==> src/hdl/sfsp_pkg.sv <==
// Shared constants, types and helper functions of the scored-fit shelf packer.
package sfsp_pkg;

    localparam int MAX_BINS    = 16;
    localparam int MAX_SHELVES = 16;
    localparam int DIM_BITS    = 16;

    localparam int BIN_IW = (MAX_BINS > 1) ? $clog2(MAX_BINS) : 1;
    localparam int SHF_IW = (MAX_SHELVES > 1) ? $clog2(MAX_SHELVES) : 1;
    localparam int BIN_CW = $clog2(MAX_BINS + 1);
    localparam int SHF_CW = $clog2(MAX_SHELVES + 1);
    localparam int SLOT_W = BIN_IW + SHF_IW;
    localparam int SLOTS  = 2 ** SLOT_W;

    // Signed differences of dimensions against the 16-bit bin sizes
    localparam int CMP_W  = ((DIM_BITS > 16) ? DIM_BITS : 16) + 2;
    localparam int AREA_W = 2 * DIM_BITS + 1;
    localparam int KEY_W  = (AREA_W > CMP_W) ? AREA_W : CMP_W;

    localparam int PADDR_W = 4;
    localparam int PDATA_W = 32;

    localparam logic [1:0] REG_BIN_WIDTH  = 2'd0;
    localparam logic [1:0] REG_BIN_HEIGHT = 2'd1;
    localparam logic [1:0] REG_SCORE_MODE = 2'd2;

    localparam logic [2:0] MODE_BEST_WIDTH   = 3'd0;
    localparam logic [2:0] MODE_WORST_WIDTH  = 3'd1;
    localparam logic [2:0] MODE_BEST_HEIGHT  = 3'd2;
    localparam logic [2:0] MODE_WORST_HEIGHT = 3'd3;
    localparam logic [2:0] MODE_BEST_AREA    = 3'd4;
    localparam logic [2:0] MODE_WORST_AREA   = 3'd5;

    typedef struct packed {
        logic [15:0] item_width;
        logic [15:0] item_height;
        logic        allow_rotation;
    } t_in_item;

    typedef struct packed {
        logic [15:0] pos_x;
        logic [15:0] pos_y;
        logic [3:0]  bin_number;
        logic        rotated;
        logic        full_res;
    } t_out_item;

    typedef struct packed {
        logic [DIM_BITS-1:0] offset;
        logic [DIM_BITS-1:0] height;
        logic [DIM_BITS-1:0] used;
    } t_shelf;

    typedef struct packed {
        logic              accept;
        logic              rd_en;
        logic [BIN_IW-1:0] rd_bin;
        logic [SHF_IW-1:0] rd_shelf;
        logic [BIN_IW-1:0] cur_bin;
        logic [SHF_IW-1:0] cur_shelf;
        logic              scan;
        logic              last_shelf;
        logic              open;
        logic              finish;
    } t_dp_cmd;

    typedef struct packed {
        logic [SHF_CW-1:0] shelf_cnt;
        logic [BIN_CW-1:0] bin_cnt;
        logic              out_free;
    } t_dp_sts;

    function automatic logic orient(input logic allow, input logic [DIM_BITS-1:0] w,
                                    input logic [DIM_BITS-1:0] h,
                                    input logic [DIM_BITS-1:0] sh);
        logic [DIM_BITS-1:0] longer;
        logic                want_vert;
        longer    = (w > h) ? w : h;
        want_vert = (longer <= sh);
        if (!allow || (w == h)) begin
            return 1'b0;
        end
        return want_vert != (h > w);
    endfunction

    function automatic logic [DIM_BITS-1:0] sat_add(input logic [DIM_BITS-1:0] a,
                                                    input logic [DIM_BITS-1:0] b);
        logic [DIM_BITS:0] s;
        s = {1'b0, a} + {1'b0, b};
        return s[DIM_BITS] ? {DIM_BITS{1'b1}} : s[DIM_BITS-1:0];
    endfunction

endpackage

==> src/hdl/sfsp_ctrl.sv <==
// Sequencer that walks the shelves of every bin in use and commits one item.
module sfsp_ctrl (
    input  logic                i_clk,
    input  logic                i_rst_n,
    input  logic                i_in_valid,
    output logic                o_in_stall,
    input  sfsp_pkg::t_dp_sts   i_sts,
    output sfsp_pkg::t_dp_cmd   o_cmd
);

    typedef enum logic [2:0] {
        S_IDLE,
        S_START,
        S_SCAN,
        S_OPEN,
        S_FIN
    } t_state;

    t_state                        r_state, n_state;
    logic [sfsp_pkg::BIN_IW-1:0]   r_bin, n_bin;
    logic [sfsp_pkg::SHF_IW-1:0]   r_shelf, n_shelf;
    logic                          last_shelf;
    logic                          more_bins;

    assign last_shelf = (sfsp_pkg::SHF_CW'(r_shelf) + sfsp_pkg::SHF_CW'(1)) == i_sts.shelf_cnt;
    assign more_bins  = (sfsp_pkg::BIN_CW'(r_bin) + sfsp_pkg::BIN_CW'(1)) < i_sts.bin_cnt;
    assign o_in_stall = (r_state != S_IDLE);

    always_comb begin
        n_state = r_state;
        n_bin   = r_bin;
        n_shelf = r_shelf;
        o_cmd   = '0;
        o_cmd.cur_bin    = r_bin;
        o_cmd.cur_shelf  = r_shelf;
        o_cmd.last_shelf = last_shelf;
        o_cmd.rd_bin     = r_bin;
        o_cmd.rd_shelf   = '0;
        unique case (r_state)
            S_IDLE: begin
                if (i_in_valid) begin
                    o_cmd.accept = 1'b1;
                    n_bin   = '0;
                    n_shelf = '0;
                    n_state = S_START;
                end
            end
            S_START: begin
                o_cmd.rd_en = 1'b1;
                n_state     = S_SCAN;
            end
            S_SCAN: begin
                o_cmd.scan = 1'b1;
                if (last_shelf) begin
                    n_state = S_OPEN;
                end else begin
                    // fetch the next shelf while this one is scored
                    o_cmd.rd_en    = 1'b1;
                    o_cmd.rd_shelf = r_shelf + 1'b1;
                    n_shelf        = r_shelf + 1'b1;
                end
            end
            S_OPEN: begin
                o_cmd.open = 1'b1;
                if (more_bins) begin
                    o_cmd.rd_en  = 1'b1;
                    o_cmd.rd_bin = r_bin + 1'b1;
                    n_bin        = r_bin + 1'b1;
                    n_shelf      = '0;
                    n_state      = S_SCAN;
                end else begin
                    n_state = S_FIN;
                end
            end
            S_FIN: begin
                if (i_sts.out_free) begin
                    o_cmd.finish = 1'b1;
                    n_state      = S_IDLE;
                end
            end
            default: n_state = S_IDLE;
        endcase
    end

    always_ff @(posedge i_clk) begin
        if (!i_rst_n) begin
            r_state <= S_IDLE;
            r_bin   <= '0;
            r_shelf <= '0;
        end else begin
            r_state <= n_state;
            r_bin   <= n_bin;
            r_shelf <= n_shelf;
        end
    end

    a_scan_bin_in_use: assert property (@(posedge i_clk) disable iff (!i_rst_n)
        (r_state == S_SCAN) |-> (sfsp_pkg::BIN_CW'(r_bin) < i_sts.bin_cnt))
        else $error("scan beyond bins in use");

    a_scan_shelf_in_bin: assert property (@(posedge i_clk) disable iff (!i_rst_n)
        (r_state == S_SCAN) |-> (sfsp_pkg::SHF_CW'(r_shelf) < i_sts.shelf_cnt))
        else $error("scan beyond shelves of bin");

    a_open_after_scan: assert property (@(posedge i_clk) disable iff (!i_rst_n)
        (r_state == S_OPEN) |-> ($past(r_state) == S_SCAN))
        else $error("shelf-open step not preceded by a scan");

endmodule

==> config.mk <==
export PLATFORM = sky130hd
export DESIGN_NAME = sfsp_ctrl
export DESIGN_NICKNAME = d
export VERILOG_FILES = /design/src/hdl/sfsp_pkg.sv /design/src/hdl/sfsp_ctrl.sv
export SDC_FILE = /design/constraint.sdc
export NUM_CORES = 1
export LEC_CHECK = 0
export BUFFER_PORTS_ARGS = -buffer_cell sky130_fd_sc_hd__buf_2
export CAP_MARGIN = 0
export CORE_MARGIN = 4
export CORE_UTILIZATION = 48
export CTS_BUF_LIST = sky130_fd_sc_hd__clkbuf_16
export DETAILED_ROUTE_END_ITERATION = 8
export GPL_ROUTABILITY_DRIVEN = 0
export PLACE_DENSITY_LB_ADDON = 0.25
export SLEW_MARGIN = 20
export SYNTH_ARGS = -nofsm -noshare
export SYNTH_HDL_FRONTEND = slang
export SYNTH_SLANG_ARGS = --single-unit
==> constraint.sdc <==
create_clock -name i_clk -period 3 [get_ports i_clk]
set_input_delay 0.3 -clock i_clk [delete_from_list [all_inputs] [get_ports i_clk]]
set_output_delay 0.3 -clock i_clk [all_outputs]
set_load 0.05 [all_outputs]
Yosys cells after proc, flatten, opt, wreduce, memory -nomap -nowiden
Index checks and enable logic that the tools add are counted.

$add $sub $neg: 4. Multipliers: 0. Div/mod/pow operators: 0. $lt $le $gt $ge: 1. Equality and inequality tests: 10. Shift operators: 0. Muxes and demuxes: 23. Bitwise gates (word level): 0. Reduce and logical (&&, ||, !) cells: 7.

Operators with widths (number): 4-bit 2-to-1 mux (7); 3-bit case mux with 5 select lines (1); 3-bit 2-to-1 mux (4); 4-bit case mux with 3 select lines (1); 4-bit by 1-bit adder with 5-bit output (second input constant) (2); 2-bit inequality test (second input constant) (5); 4-bit by 1-bit adder with 4-bit output (second input constant) (2); 4-bit case mux with 2 select lines (1); 1-bit 2-to-1 mux (7); 3-bit by 2-bit equality test with 1-bit output (second input constant) (2); 3-bit AND reduction (2); 3-bit nonzero test (2); 5-bit equality test (1); 5-bit less-than comparator (1); 5-bit 2-to-1 mux (1); 4-bit AND reduction (1); 3-bit by 1-bit equality test with 1-bit output (second input constant) (1); 3-bit equality test (second input constant) (1); 3-bit zero test (1); 1-bit case mux with 3 select lines (1); 2-bit nonzero test (1).

Bits in registers: 11. Latch bits: 0. Bits in writable memories: 0. Bits in read-only memories: 0. Input port bits: 14. Output and inout port bits: 23. Logic and storage cells: 48. Memories: 0.

Longest topological paths before layout
Word-level depth: 4. Depth in mapped cells: 9. Depth with buffers taken out: 8.

Worst setup path after synthesis
No wires, ideal clock.

Path kind: register -> output. Start: register r_bin[2] (netlist name). End: output o_cmd[18] (netlist name). Arrival: 3.176 ns. Required time: 2.700 ns. Setup slack: -0.476 ns. Cell stages (with the launch flop): 9. Path buffers: 1. Cell sequence: dfxtp_1 > nand3_1 > xnor2_1 > ha_1 > and2_1 > a2111oi_4 > buf_6 > nand2_1 > xnor2_1.

RTL lines: start: declaration (RTL line sfsp_ctrl.sv:20) `logic [sfsp_pkg::BIN_IW-1:0] r_bin, n_bin;`; start signal: assignment (RTL line sfsp_ctrl.sv:92) `r_bin <= n_bin;`; end: declaration (RTL line sfsp_ctrl.sv:8) `output sfsp_pkg::t_dp_cmd o_cmd`.

==> parameters.txt <==
Parameter                              Value

Timing
  Worst Max-Slew Pin Slew    475.5 ps
  Worst Hold Slack    360.6 ps
  Total count of hold-check failures in the final report    0
  Clock period minus worst slack    2848 ps
  Worst relative slew slack    68.26%
  Post-route clock period utilization    94.93%
  Final Slew Violations    0
  Worst Clk Skew    6.267 ps
  Total setup violations reported at the end of the flow    0
  Peak Freq    351.1 MHz

Synth
  Number of enable-type register cells in the synthesized netlist    0
  Area share of fa/ha/maj cells after synthesis    7.566%
  Share of cell area taken by muxes after synthesis    1.135%
  Area fraction in and, or, nand and nor cells after synthesis    28.37%
  Number of distinct standard cells referenced by the synthesized netlist    47
  Ys async rst share    0%
  Area fraction in compound gates after synthesis    23.83%
  Net count after synthesis    137
  Yosys warnings    0
  Flip-flop and latch count after synthesis    11
  Number of cells produced by synthesis    117
  Xor-xnor portion of the synthesized cell area    10.34%
  Syn Area/Cell    8.480 um^2
  Most common flop cell mapped by yosys    sky130_fd_sc_hd__dfxtp_1
  Sequential-to-total area share from yosys stat    22.19%
  Summed instance area of the synthesized netlist    992.2 um^2
  Combinational family with the most area after synthesis    simple AND/OR/NAND/NOR gates

Clock tree
  Clock tree from TritonCTS    built
  CTS sink count    11
  CTS H-tree lvls    1
  Num CTS Buffers    3
  Clock-pin slew of the registers on the worst-case setup and hold paths    40 ps
  Clk root buf    sky130_fd_sc_hd__clkbuf_16
  Max Root-Sink Buffers    2
  Clock insertion delay at the later pin of the skew report    240 ps

Critical path
  Endpoint type of the worst setup path    primary output
  Delay contributed by the slowest stage of the critical path    450 ps
  Worst-path fanout max    7
  Critical Path Start Type    flop
  Worst Setup Path Type    flop to primary output
  Minimum setup slack among reg-to-reg paths    380 ps
  Req. time, crit path    2700 ps
  Most numerous cell on the critical path    sky130_fd_sc_hd__buf_4
  Arrival time reported for the critical path endpoint    2550 ps
  Cells traversed along the worst timing path    nand3_1 -> xnor2_1 -> ha_1 -> and2_1 -> a2111oi_4 -> buf_4 -> buf_4 -> xor2_2 -> buf_4
  Slowest cell on the critical path    sky130_fd_sc_hd__dfxtp_2

Final layout
  Fraction of layout instances using a drive strength above 1    42.04%
  Commonest non-fill, non-tap cell in the layout    sky130_fd_sc_hd__buf_2
  Final cell count without fillers    184
  Final net count    178
  Syn-to-layout area delta    36.07%
  Ant diodes    0
  Number of inserted filler cells in the final layout    173
  Most used cells in the layout excluding fill and tap cells    sky130_fd_sc_hd__buf_2 (32), sky130_fd_sc_hd__nor2_1 (11), sky130_fd_sc_hd__nand2_1 (9), sky130_fd_sc_hd__dfxtp_1 (9), sky130_fd_sc_hd__inv_1 (8)
  Area of all placed cells without fillers    0.001350 mm^2

Global routing
  Global routing usage on met1    21.59%
  Most Crowded Layer GR    met2
  Antenna violations before repair    0
  Overflow left after global routing    0
  Wire length of the first global-routing pass    4.077 mm
  Met2 track utilization from global routing    35.71%
  Grt met3 use    2.817%
  Via count of the first global-routing pass    963
  Maximum number of pins on one net before global-route repair    13
  Combined global-route utilization of all metal layers    19.07%

Hold path
  Min-delay worst type    primary input to flop

Place
  Port Buf Inserts    36
  Area of placed instances    0.001230 mm^2
  Placed instance count    178
  Detailed-placement wirelength estimate    1.992 mm

Floorplanning
  Effective utilization at floorplan    50.57%
  Die outline height    53.47 um
  Die Span X    53.47 um
  FP Rows    16
  Area of the die    0.002859 mm^2
  Count of boundary I/O pins    37
  Core Region    0.001962 mm^2

Power
  Total power of the final layout    0.6053 mW
  Static Leak    0.6671 nW
  Peak supply drop    0.5229 mV
  PD cells    448.3 mW/mm^2

Detailed routing
  Average wire per standard cell    13.98 um
  TritonRoute pass-1 iters    4
  Detailed-route DRC error count    0
  Avg Vias per Cell    5.435
  Initial detailed-routing violation count    11
  ANT nets after route    0
  Final wirelength    2.573 mm
  Vias    1000

Run status
  Run status    completed

Job
  Maxcap violations    0
## critical path, delay by kind of cell, from the launching register on
kind | cells | cell delay (ps)
and+or+nand+nor | 2 | 380
buffers and inverters | 3 | 540
adders and majority gates | 1 | 250
xor gates and xnor gates | 2 | 340
AOI/OAI and AO/OA | 1 | 340
DFF | 1 | 450
## synth_stat cells (2+ instances only)
library cell	n	share of area, %
sky130_fd_sc_hd__a21oi_1	6	3.0
sky130_fd_sc_hd__and2_1	2	1.3
sky130_fd_sc_hd__nand2b_1	3	1.9
sky130_fd_sc_hd__o32ai_1	2	1.8
sky130_fd_sc_hd__or3_1	2	1.3
sky130_fd_sc_hd__nor2_1	11	4.2
sky130_fd_sc_hd__nor2b_1	2	1.3
sky130_fd_sc_hd__nor3_1	2	1.0
sky130_fd_sc_hd__dfxtp_1	11	22
sky130_fd_sc_hd__and3_1	3	1.9
sky130_fd_sc_hd__buf_4	2	1.5
sky130_fd_sc_hd__nand3b_1	3	2.3
sky130_fd_sc_hd__xor2_1	3	2.6
sky130_fd_sc_hd__ha_1	6	7.6
sky130_fd_sc_hd__o21ai_1	2	1.0
sky130_fd_sc_hd__a211oi_2	3	3.8
sky130_fd_sc_hd__xnor2_1	6	5.3
sky130_fd_sc_hd__nand2_1	10	3.8
sky130_fd_sc_hd__a21o_1	2	1.5
sky130_fd_sc_hd__inv_1	8	3.0
sky130_fd_sc_hd__a31oi_1	2	1.3
## what timing repair did
item | 4_1_cts | 5_1_grt
setup buffers | 1 | 1
resized for setup | 4 | 3
pin swaps | 1 | 1
hold buffers | 0 | 0
endpoints found under the setup margin | 4 | 5
## power breakdown
part	internal, mW	switching (mW)	leakage (nW)
combinational	0.0646	0.129	0.536
sequential	0.154	0.0155	0.0903
clock	0.176	0.0657	0.0409
total	0.395	0.210	0.667
## final cells by class
cell class                 instances  area, um^2  area share, %
clock buffer                       3       75.07          5.561
clock inverter                     1       5.005         0.3707
inverter                           9       33.78          2.502
multi-input combinational         93       759.5          56.26
sequential                        11       222.7          16.50
tap                               27       33.78          2.502
timing repair buffer              40       220.2          16.31
## state kept, by name, summed over array words and instances, names as in the netlist
name	count
r_state	3
r_bin	4
r_shelf	4
## worst paths after layout
path,start,endpoint,depth (start not counted)
hold / removal,i_rst_n,r_shelf[2]$_SDFFE_PN0P_,3
setup / recovery,r_bin[2]$_SDFFE_PN0P_,o_cmd[16],9
hold reg to reg,r_shelf[1]$_SDFFE_PN0P_,r_shelf[1]$_SDFFE_PN0P_,2
setup reg to reg,r_bin[2]$_SDFFE_PN0P_,r_bin[2]$_SDFFE_PN0P_,9
## logic make-up after synthesis
logic type | after synthesis
AOI/OAI and AO/OA | 28
xor gates and xnor gates | 10
adders and majority gates | 6
buffers and inverters | 13
DFF | 11
muxes | 1
and+or+nand+nor | 48
## per-layer routing
layer  wire [um]  vias up
li1            -      495
met1         964      461
met2        1424       36
met3         135        8
met4          49        0
met5           0        -
## metrics by stage
stage	TNS (ps)	setup slack (ps)	util (%)
finish	0	152.1	68.81
global placement	0	262.3	62.69
detailed placement	0	176.6	62.69
global route	-10.82	-9.674	68.81
floorplan	-9.433	-5.587	-
CTS	0	4.059	67.67
Power figures use the tool's default switching activity.
